===== src/rtl/core/fifo_with_remove_by_value_core_defines.svh =====
// Assertion macros shared by the core RTL.
`ifndef FIFO_WITH_REMOVE_BY_VALUE_CORE_DEFINES_SVH
`define FIFO_WITH_REMOVE_BY_VALUE_CORE_DEFINES_SVH

// Check a property every clock edge, quiet while reset is asserted.
`define FWRV_ASSERT(lbl, prop, msg) \
	lbl: assert property (@(posedge clk) disable iff (!arst_n) (prop)) else $error(msg);

// Check that a condition in one cycle leads to another in the next cycle.
`define FWRV_ASSERT_NEXT(lbl, cond, conseq, msg) \
	lbl: assert property (@(posedge clk) disable iff (!arst_n) (cond) |=> (conseq)) \
		else $error(msg);

`endif


===== src/rtl/core/fwrv_pkg.sv =====
`timescale 1ns / 1ps

package fwrv_pkg;

	localparam int DATA_W = 32;
	localparam int CAP_W = 5;
	localparam logic [CAP_W-1:0] CAP_RESET = 5'd16;

	typedef enum logic [1:0] {
		OP_PUSH   = 2'd0,
		OP_POP    = 2'd1,
		OP_DELETE = 2'd2,
		OP_NOP    = 2'd3
	} op_e;

	typedef enum logic [1:0] {
		ST_OK        = 2'd0,
		ST_FULL      = 2'd1,
		ST_EMPTY     = 2'd2,
		ST_NOT_FOUND = 2'd3
	} status_e;

	typedef struct packed {
		op_e                       op;
		logic signed [DATA_W-1:0] data_in;
	} req_t;

	typedef struct packed {
		logic signed [DATA_W-1:0] data_out;
		status_e                   status;
	} rsp_t;

	// Broadcast from the control to every cell of the row.
	typedef struct packed {
		logic              cmp;
		logic [DATA_W-1:0] cmp_data;
		logic              push;
		logic              pop;
		logic              del;
		logic [DATA_W-1:0] wdata;
	} cell_ctrl_t;

endpackage


===== src/rtl/core/fwrv_cell.sv =====
`timescale 1ns / 1ps

`include "fifo_with_remove_by_value_core_defines.svh"

module fwrv_cell
	import fwrv_pkg::*;
(
	input  logic              clk,
	input  logic              arst_n,
	input  cell_ctrl_t        ctrl,
	input  logic              prev_valid,
	input  logic [DATA_W-1:0] next_value,
	input  logic              next_valid,
	input  logic              any_in,
	output logic [DATA_W-1:0] value,
	output logic              valid,
	output logic              any_out
);

	logic [DATA_W-1:0] value_q;
	logic              valid_q;
	logic              match_q;
	logic              shift;
	logic              load;

	// A match here or in any newer cell marks this cell as at or below the newest hit.
	assign any_out = match_q | any_in;
	// Shift from the newest hit upward; cells under a newer hit hold.
	assign shift   = ctrl.pop | (ctrl.del & ~any_in);
	// Push lands in the lowest empty cell.
	assign load    = ctrl.push & ~valid_q & prev_valid;

	always_ff @(posedge clk or negedge arst_n) begin
		if (!arst_n) begin
			valid_q <= 1'b0;
			match_q <= 1'b0;
		end else begin
			if (shift) begin
				valid_q <= next_valid;
			end else if (load) begin
				valid_q <= 1'b1;
			end
			if (ctrl.cmp) begin
				match_q <= valid_q && (value_q == ctrl.cmp_data);
			end
		end
	end

	always_ff @(posedge clk) begin
		if (shift) begin
			value_q <= next_value;
		end else if (load) begin
			value_q <= ctrl.wdata;
		end
	end

	assign value = value_q;
	assign valid = valid_q;

	`FWRV_ASSERT(a_match_needs_valid, match_q && !valid_q |-> !ctrl.del, "match on empty cell")
	`FWRV_ASSERT(a_push_exclusive, !(ctrl.push && (ctrl.pop || ctrl.del)), "push with shift")
	`FWRV_ASSERT_NEXT(a_load_fills, load && !shift, valid_q, "push did not fill cell")

endmodule


===== src/rtl/core/fifo_with_remove_by_value_core.sv =====
`timescale 1ns / 1ps

// Bounded FIFO of 32-bit values with pop of the oldest entry and delete of
// the newest entry equal to a given value, the rest keeping their order. The
// entries live in a row of DEPTH cells, oldest in cell 0; a pop or delete
// shifts the cells above the removed entry down one place. The beat that
// accepts a request latches a compare result in every cell; the apply step
// then resolves the newest match through the cell chain, updates the row and
// loads the response register. A new request is not taken until the last one
// is applied, and a held response holds the update and so the next request.
// capacity may be written at any time while idle; values above DEPTH limit
// the queue to DEPTH, and lowering it below the fill level keeps the entries
// but reports full on push. Every request gives exactly one response with a
// status.
`include "fifo_with_remove_by_value_core_defines.svh"

module fifo_with_remove_by_value_core
	import fwrv_pkg::*;
#(
	parameter int DEPTH = 16
) (
	input  logic             clk,
	input  logic             arst_n,
	input  logic             req_valid,
	output logic             req_ready,
	input  req_t             req,
	output logic             rsp_valid,
	input  logic             rsp_ready,
	output rsp_t             rsp,
	input  logic             cfg_valid,
	output logic             cfg_ready,
	input  logic [CAP_W-1:0] cfg_data
);

	localparam int CW = $clog2(DEPTH + 1);
	localparam int LW = (CW > CAP_W) ? CW : CAP_W;

	logic [CAP_W-1:0]  cap_q;
	logic [CW-1:0]     count_q;
	logic              pend_q;
	op_e               op_s1;
	logic [DATA_W-1:0] data_s1;
	logic              rsp_valid_q;
	rsp_t              rsp_q;

	logic [DATA_W-1:0] val_w [DEPTH];
	logic [DEPTH-1:0]  vld_w;
	logic [DEPTH-1:0]  any_w;
	cell_ctrl_t        ctrl;

	logic              apply;
	logic              found;
	logic [LW-1:0]     cap_ext;
	logic [LW-1:0]     lim;
	logic              full;
	logic              empty;
	rsp_t              rsp_d;

	assign cfg_ready = 1'b1;
	assign req_ready = !pend_q;
	assign apply     = pend_q && (!rsp_valid_q || rsp_ready);
	assign found     = any_w[0];
	assign empty     = (count_q == '0);

	assign cap_ext = LW'(cap_q);
	assign lim     = (cap_ext > LW'(DEPTH)) ? LW'(DEPTH) : cap_ext;
	assign full    = (LW'(count_q) >= lim);

	always_comb begin
		ctrl          = '0;
		ctrl.cmp      = req_valid && req_ready;
		ctrl.cmp_data = req.data_in;
		ctrl.wdata    = data_s1;
		ctrl.push     = apply && (op_s1 == OP_PUSH) && !full;
		ctrl.pop      = apply && (op_s1 == OP_POP) && !empty;
		ctrl.del      = apply && (op_s1 == OP_DELETE) && found;
	end

	always_comb begin
		rsp_d        = '0;
		rsp_d.status = ST_OK;
		unique case (op_s1)
			OP_PUSH: begin
				if (full) begin
					rsp_d.status = ST_FULL;
				end
			end
			OP_POP: begin
				if (empty) begin
					rsp_d.status = ST_EMPTY;
				end else begin
					rsp_d.data_out = val_w[0];
				end
			end
			OP_DELETE: begin
				if (!found) begin
					rsp_d.status = ST_NOT_FOUND;
				end
			end
			OP_NOP: begin
				rsp_d.status = ST_OK;
			end
			default: begin
				rsp_d.status = ST_OK;
			end
		endcase
	end

	for (genvar i = 0; i < DEPTH; i++) begin : g_cell
		logic              prev_v;
		logic [DATA_W-1:0] next_d;
		logic              next_v;
		logic              any_i;

		if (i == 0) begin : g_first
			assign prev_v = 1'b1;
		end else begin : g_mid
			assign prev_v = vld_w[i-1];
		end

		if (i == DEPTH - 1) begin : g_last
			assign next_d = '0;
			assign next_v = 1'b0;
			assign any_i  = 1'b0;
		end else begin : g_below
			assign next_d = val_w[i+1];
			assign next_v = vld_w[i+1];
			assign any_i  = any_w[i+1];
		end

		fwrv_cell u_cell (
			.clk        (clk),
			.arst_n     (arst_n),
			.ctrl       (ctrl),
			.prev_valid (prev_v),
			.next_value (next_d),
			.next_valid (next_v),
			.any_in     (any_i),
			.value      (val_w[i]),
			.valid      (vld_w[i]),
			.any_out    (any_w[i])
		);
	end

	always_ff @(posedge clk or negedge arst_n) begin
		if (!arst_n) begin
			cap_q       <= CAP_RESET;
			count_q     <= '0;
			pend_q      <= 1'b0;
			rsp_valid_q <= 1'b0;
		end else begin
			if (cfg_valid && cfg_ready) begin
				cap_q <= cfg_data;
			end
			if (ctrl.push) begin
				count_q <= count_q + CW'(1);
			end else if (ctrl.pop || (ctrl.del && found)) begin
				count_q <= count_q - CW'(1);
			end
			if (req_valid && req_ready) begin
				pend_q <= 1'b1;
			end else if (apply) begin
				pend_q <= 1'b0;
			end
			if (apply) begin
				rsp_valid_q <= 1'b1;
			end else if (rsp_ready) begin
				rsp_valid_q <= 1'b0;
			end
		end
	end

	// Hold the request payload until it is applied.
	always_ff @(posedge clk) begin
		if (req_valid && req_ready) begin
			op_s1   <= req.op;
			data_s1 <= req.data_in;
		end
		if (apply) begin
			rsp_q <= rsp_d;
		end
	end

	assign rsp_valid = rsp_valid_q;
	assign rsp       = rsp_q;

	`FWRV_ASSERT(a_count_matches_row, $countones(vld_w) == int'(count_q), "count out of step")
	`FWRV_ASSERT(a_count_bound, int'(count_q) <= DEPTH, "count above depth")
	`FWRV_ASSERT(a_error_zero_data, rsp_valid && (rsp.status != ST_OK) |-> (rsp.data_out == '0), "error beat carries data")
	`FWRV_ASSERT_NEXT(a_accept_pends, req_valid && req_ready, pend_q, "request not held")

endmodule


===== config.mk =====
export PLATFORM = sky130hd
export DESIGN_NAME = fifo_with_remove_by_value_core
export DESIGN_NICKNAME = d
export VERILOG_FILES = /design/src/rtl/core/fwrv_pkg.sv /design/src/rtl/core/fwrv_cell.sv /design/src/rtl/core/fifo_with_remove_by_value_core.sv
export VERILOG_INCLUDE_DIRS = /design/src /design/src/rtl/core
export SDC_FILE = /design/constraint.sdc
export NUM_CORES = 1
export LEC_CHECK = 0
export ABC_AREA = 1
export BUFFER_PORTS_ARGS = -buffer_cell sky130_fd_sc_hd__buf_2
export CORE_MARGIN = 5
export CORE_UTILIZATION = 60
export CTS_CLUSTER_SIZE = 10
export DETAILED_ROUTE_END_ITERATION = 10
export PLACE_DENSITY = 0.8
export SYNTH_ARGS = -nofsm -noshare
export SYNTH_HDL_FRONTEND = slang
export SYNTH_HIERARCHICAL = 1
export SYNTH_SLANG_ARGS = --single-unit

===== constraint.sdc =====
create_clock -name clk -period 12.5 [get_ports clk]
set_input_delay 2.5 -clock clk [delete_from_list [all_inputs] [get_ports clk]]
set_output_delay 2.5 -clock clk [all_outputs]
set_load 0.05 [all_outputs]

==> reports/qor.txt, run 1 <==
status = complete, no violations
Syn Std Cell Area = 35800 sq um
Post-Layout Cell Count = 5573
Detail Placement HPWL = 61100 um
first-pass GRT wire length = 135000 um
Least-Margin Pin Slew = 1.23 ns
DRT Wirelength = 85200 um
worst hold stages = 2
Multi-input gate area = 14000 sq um
start of the worst register-to-register path = g_cell[15].u_cell/match_q
clk sinks = 624
Hold Buf Count CTS = 0
FMAX = 0.132 GHz
Worst path slowest cell = inv_1
Clock transition at path regs = 0.05 ns
worst stage delay on the critical path = 0.55 ns
Crit. Startpoint = g_cell[15].u_cell/match_q
fraction of layout cells with a size suffix above 1 = 7.29%
Overflow after GRT = 0
Worst path depth = 24
Final Slew Violations = 0
Layout Nets = 4818
final setup fails = 0
post-CTS resize count = 0
routability cong. = 0.847
setup repair bufs after CTS = 0
Via-to-Cell Ratio = 5.12
setup TNS = 0 ns
via count = 28500
Site Rows = 89
ys flop type = edfxtp_1
Hold Violations, Final = 0
ys async rst share = 7.05%
RSZ-0062 raised after global routing = false
Final Total Pwr = 6.90 mW
CP bufs+invs = 3
drt pass-1 iters = 7
root buffer cell = clkbuf_16
initial core utilization = 60.6%
Core Area = 59100 sq um
worst r2r path cells = 24
Post-synth EDFFs = 580
Fill cells = 4644
end point of the critical path = g_cell[13].u_cell/value[4]
worst hold margin = 0.476 ns
CP most frequent cell = or2_2
Max-Cap Viols = 0
n_diodes = 0
Cell variety after synth = 32
clock buffer depth = 3
number of global-route vias before repair = 28100
Mean Syn Cell Area = 7.68 sq um
Starting DRT DRC Count = 2254
clk_lat worst skew = 0.60 ns
initial antenna violation count = 0
cell area power density = 178 nW/um^2
die area = 64700 sq um
GR Util All Layers = 26.0%
H-tree Lvls = 3
Critical Path End Type = register
CTS tree = yes
Startpoint Class = register
Crit Path Category = register to register
warnings from Yosys = 6
clock skew = 0.0212 ns
Tcrit/Tclk final = 60.6%
Hold WC Path Type = register to register
largest net degree at the start of global routing = 45
Num CTS Buffers = 74
WP data required = 12.64 ns
kind of cell adding the most delay to the critical path = simple AND/OR/NAND/NOR gates
Die Span Y = 254 um
Seq/Total Area, Yosys = 51.7%
worst reg2reg setup slack = 4.93 ns
post-synthesis sequential element count = 624
peak supply drop = 0.134 mV
Die Wd = 254 um
reg-to-reg endpoint = g_cell[13].u_cell/value[4]
Pleak = 19.3 nW
I/O Buffers = 79
slew margin rel. = 17.7%
post-route ant nets = 0
Final Critical Period = 7.57 ns
Top Ports = 81
Syn Inst Count = 4664
post-synthesis to final-layout area growth = 8.53%
# placed instances = 5462
Register Area = 18500 sq um
CP Max Fanout = 34
Cell Chain, Critical Path = or2_2 -> or2_2 -> or2_2 -> or2_2 -> or2_2 -> or2_2 -> or2_2 -> or2_2 -> or2_2 -> or2_2 -> or2_2 -> or2_2 -> or2_2 -> or2_2 -> or2_2 -> or2_2 -> inv_1 -> nor2_1 -> nand2_1 -> inv_1 -> nand2_1 -> nand2_2 -> a31oi_1 -> inv_1
final core occ = 65.8%
wire length per cell = 15.3 um
crit path DAT = 7.72 ns
Post-route DRC = 0
registers in the layout, indices dropped and copies added (netlist names):
register               count
g_cell.u_cell/value      512
rsp                       34
data_s1                   32
g_cell.u_cell/match_q     16
g_cell.u_cell/valid       16
cap_ext                    5
count_q                    5
op_s1                      2
pend_q                     1
rsp_valid                  1
cells in the mapped netlist, drive strengths merged, types with 8 or more instances:
| master | instances | area (sq um) |
|---|---|---|
| xor2 | 33 | 289 |
| nand2 | 2459 | 9360 |
| nor2 | 349 | 1350 |
| xnor2 | 161 | 1410 |
| or2 | 16 | 100 |
| a21oi | 23 | 126 |
| nand4 | 81 | 607 |
| a31oi | 16 | 100 |
| buf | 100 | 623 |
| nand3 | 23 | 128 |
| clkinv | 16 | 140 |
| dfrtp | 43 | 1080 |
| edfxtp | 580 | 17400 |
| o22ai | 33 | 206 |
| inv | 710 | 2670 |
| ha | 8 | 100 |
worst register-to-register path: stages (launching register included):
cell and delay, ns:
dfrtp_1 0.37, or2_2 0.31, or2_2 0.29, or2_2 0.29, or2_2 0.30, or2_2 0.31, or2_2 0.29, or2_2 0.29
or2_2 0.30, or2_2 0.29, or2_2 0.30, or2_2 0.29, or2_2 0.29, or2_2 0.31, or2_2 0.29, or2_2 0.28
or2_2 0.30, inv_1 0.06, nor2_1 0.04, nand2_1 0.07, inv_1 0.31, nand2_1 0.21, nand2_2 0.39, a31oi_1 0.37
inv_1 0.55
stage by stage:
step	setup WS, ns	area (sq um)
5_1_grt	4.54	38900
2_1_floorplan	5.69	36000
6_report	4.93	38900
3_5_place_dp	4.99	36800
4_1_cts	4.96	38900
3_3_place_gp	5.09	36800
area by class of cell:
type                    count  area share, %
clock inverters             5         0.0901
flip-flops and latches    624           47.6
clock buffers             106           5.29
multi-input cells        3248           36.0
well taps                 773           2.49
repair buffers             91           1.25
inverters                 726           7.21
layout by cell type, fill, tap and decap left out, types with 50 or more instances in the layout:
cell / n
clkbuf_16: 77
nand2_2: 50
inv_2: 52
xnor2_1: 161
inv_1: 658
buf_2: 79
nand4_1: 65
edfxtp_1: 580
nand2_1: 2408
nor2_1: 331
where the power goes:
group          internal (mW)  leakage [nW]  switching, mW
clock network           1.13          1.01          0.798
registers               2.89          5.86          0.336
logic                  0.524          12.4           1.23
total                   4.54          19.3           2.36
layer usage:
layer / track usage, % / vias to the layer above / wire length [um]
met4: 11.7 / 0 / 3640
met3: 3.48 / 223 / 5530
met2: 48.8 / 1024 / 44000
met1: 29.5 / 12900 / 32100
met5: 0 / - / 0
li1: - / 14300 / -
worst min-delay path by stage:
stage	from	endpoint	slack [ns]
2_1_floorplan	g_cell[0].u_cell/match_q	g_cell[0].u_cell/match_q	0.44
3_3_place_gp	g_cell[14].u_cell/match_q	g_cell[14].u_cell/match_q	0.46
3_5_place_dp	g_cell[14].u_cell/match_q	g_cell[14].u_cell/match_q	0.46
4_1_cts	g_cell[14].u_cell/match_q	g_cell[14].u_cell/match_q	0.48
5_1_grt	g_cell[14].u_cell/match_q	g_cell[14].u_cell/match_q	0.49
6_report	g_cell[14].u_cell/match_q	g_cell[14].u_cell/match_q	0.48
kinds of logic after synthesis:
group / after synthesis / share of synthesized area (%)
multiplexers: 3 / 0.0943
buffers and inverters: 827 / 9.58
flip-flops: 624 / 51.7
AND/OR/NAND/NOR: 2928 / 32.2
AO/OA/AOI/OAI: 77 / 1.30
adder cells (fa/ha/maj): 9 / 0.335
other: 2 / 0.0210
XOR/XNOR: 194 / 4.74
Power figures use the tool's default switching activity.
==> inputs of run 2 (changes only) <==
==> constraint.sdc (replaced) <==
create_clock -name clk -period 7.9 [get_ports clk]
set_input_delay 1.58 -clock clk [delete_from_list [all_inputs] [get_ports clk]]
set_output_delay 1.58 -clock clk [all_outputs]
set_load 0.05 [all_outputs]
==> run 2 against run 1 <==
  * Register-to-register slack worse by 4.1 ns
  * Setup slack got worse by 4.1 ns
  * Sequential cell count unchanged
==> reports/qor.txt, run 2 (synthesis gave the netlist of run 1 again) <==
status = complete, no violations
initial core utilization = 60.6%
clock power share = 27.9%
clk sinks = 624
Final Cell Area = 39000 sq um
Sw Share = 34.2%
DRT Wirelength = 84800 um
Final Total Pwr = 11.0 mW
Die Span Y = 254 um
Tcrit/Tclk final = 89.9%
I/O Buffers = 79
Crit Path Category = register to register
post-synthesis to final-layout area growth = 8.97%
routability cong. = 0.856
worst stage delay on the critical path = 0.38 ns
Least-Margin Pin Slew = 1.20 ns
Startpoint Class = register
number of global-route vias before repair = 28200
Top Ports = 81
most common cell after layout, fill and taps aside = nand2_1
first-pass GRT wire length = 137000 um
Final Critical Period = 7.11 ns
clk_lat worst skew = 0.62 ns
Reg power frac = 46.5%
Detail Placement HPWL = 60300 um
peak supply drop = 0.216 mV
WP data required = 8.23 ns
fraction of layout cells with a size suffix above 1 = 7.68%
RSZ-0062 raised after global routing = false
max reg flops = 512
CP most frequent cell = or2_2
Multi-input gate area = 14000 sq um
Core Area = 59100 sq um
setup TNS = 0 ns
Register Area = 18500 sq um
largest net degree at the start of global routing = 45
crit path DAT = 7.43 ns
clock buffer depth = 3
Critical Path End Type = register
Logic pwr share = 25.6%
root buffer cell = clkbuf_16
Starting DRT DRC Count = 2025
Hold Violations, Final = 0
drt pass-1 iters = 6
CTS tree = yes
via count = 28800
Max-Cap Viols = 0
Pleak = 19.4 nW
Internal = 7.21 mW
post-CTS resize count = 0
Clock transition at path regs = 0.05 ns
setup repair bufs after CTS = 0
Via-to-Cell Ratio = 5.15
final setup fails = 0
n_diodes = 0
Final Slew Violations = 0
Layout Nets = 4838
Num CTS Buffers = 73
placed inst area = 37000 sq um
wire length per cell = 15.2 um
Site Rows = 89
Die Wd = 254 um
post-route ant nets = 0
Hold Buf Count CTS = 0
Post-Layout Cell Count = 5593
initial antenna violation count = 1
clock skew = 0.0247 ns
most frequent cells in the layout = 2408 x nand2_1, 658 x inv_1, 580 x edfxtp_1, 331 x nor2_1, 161 x xnor2_1
GR Util All Layers = 26.2%
Fill cells = 4726
Hold WC Path Type = register to register
P_sw = 3.74 mW
H-tree Lvls = 3
CP Max Fanout = 34
cell area power density = 281 nW/um^2
Overflow after GRT = 0
Post-route DRC = 0
FMAX = 0.141 GHz
Worst path slowest cell = dfrtp_1
slew margin rel. = 20.0%
# placed instances = 5483
die area = 64700 sq um
## run 2: cell types whose count changed in the layout (fill, tap and decap cells not counted), sizes merged
| cell | previous run | this run |
|---|---|---|
| inv | 713 | 712 |
| buf | 91 | 112 |
| clkinv | 18 | 16 |
| clkbuf | 106 | 108 |
## run 2: power by group through the flow
stage / Clock, mW / Sequential [mW] / Combinational, mW
after global routing: 3.24 / 5.17 / 3.18
after CTS: 3.10 / 5.09 / 2.80
final: 3.05 / 5.09 / 2.81
after global placement: 0 / 5.13 / 2.66
after detailed placement: 0 / 5.15 / 2.78
after floorplan: 0 / 5.19 / 2.01
## run 2: path summary, 6_finish.rpt
path | from | end | slack [ns] | depth (start not counted)
max | g_cell[15].u_cell/match_q | g_cell[8].u_cell/value[20] | 0.79 | 25
min | g_cell[10].u_cell/match_q | g_cell[10].u_cell/match_q | 0.48 | 2
max reg2reg | g_cell[15].u_cell/match_q | g_cell[8].u_cell/value[20] | 0.79 | 25
min reg2reg | g_cell[10].u_cell/match_q | g_cell[10].u_cell/match_q | 0.48 | 2
max in group asynchronous | arst_n | g_cell[10].u_cell/valid | 6.32 | 2
min in group asynchronous | arst_n | cap_ext[3] | 1.08 | 2
## run 2: metrics by stage
stage,util (%),setup WS [ns],hold slack [ns]
final,66.0,0.794,0.476
after global routing,66.0,0.407,0.512
after CTS,66.0,0.848,0.478
after detailed placement,62.5,0.898,0.465
after global placement,62.5,0.950,0.458
after floorplan,-,1.59,0.441
## run 2: layer usage
layer | part of all wire (%) | vias up | global-route usage [%]
met5 | 0 | - | 0
met4 | 4.8 | 0 | 12.5
met3 | 6.3 | 259 | 3.99
met2 | 51 | 983 | 47.6
met1 | 38 | 13200 | 30.5
li1 | - | 14400 | -
## run 2: worst max-delay path, delay by kind of cell, from the launching register on
family	cells	cell delay, ns
AOI/OAI and AO/OA	1	0.37
buffers and inverters	4	0.68
DFF	1	0.38
and+or+nand+nor	20	5.37
## run 2: layout make-up
type / count / area share (%)
clock inverters: 2 / 0.0449
inverters: 726 / 7.19
repair buffers: 112 / 1.65
clock buffers: 108 / 5.31
well taps: 773 / 2.48
flip-flops and latches: 624 / 47.4
multi-input cells: 3248 / 35.9
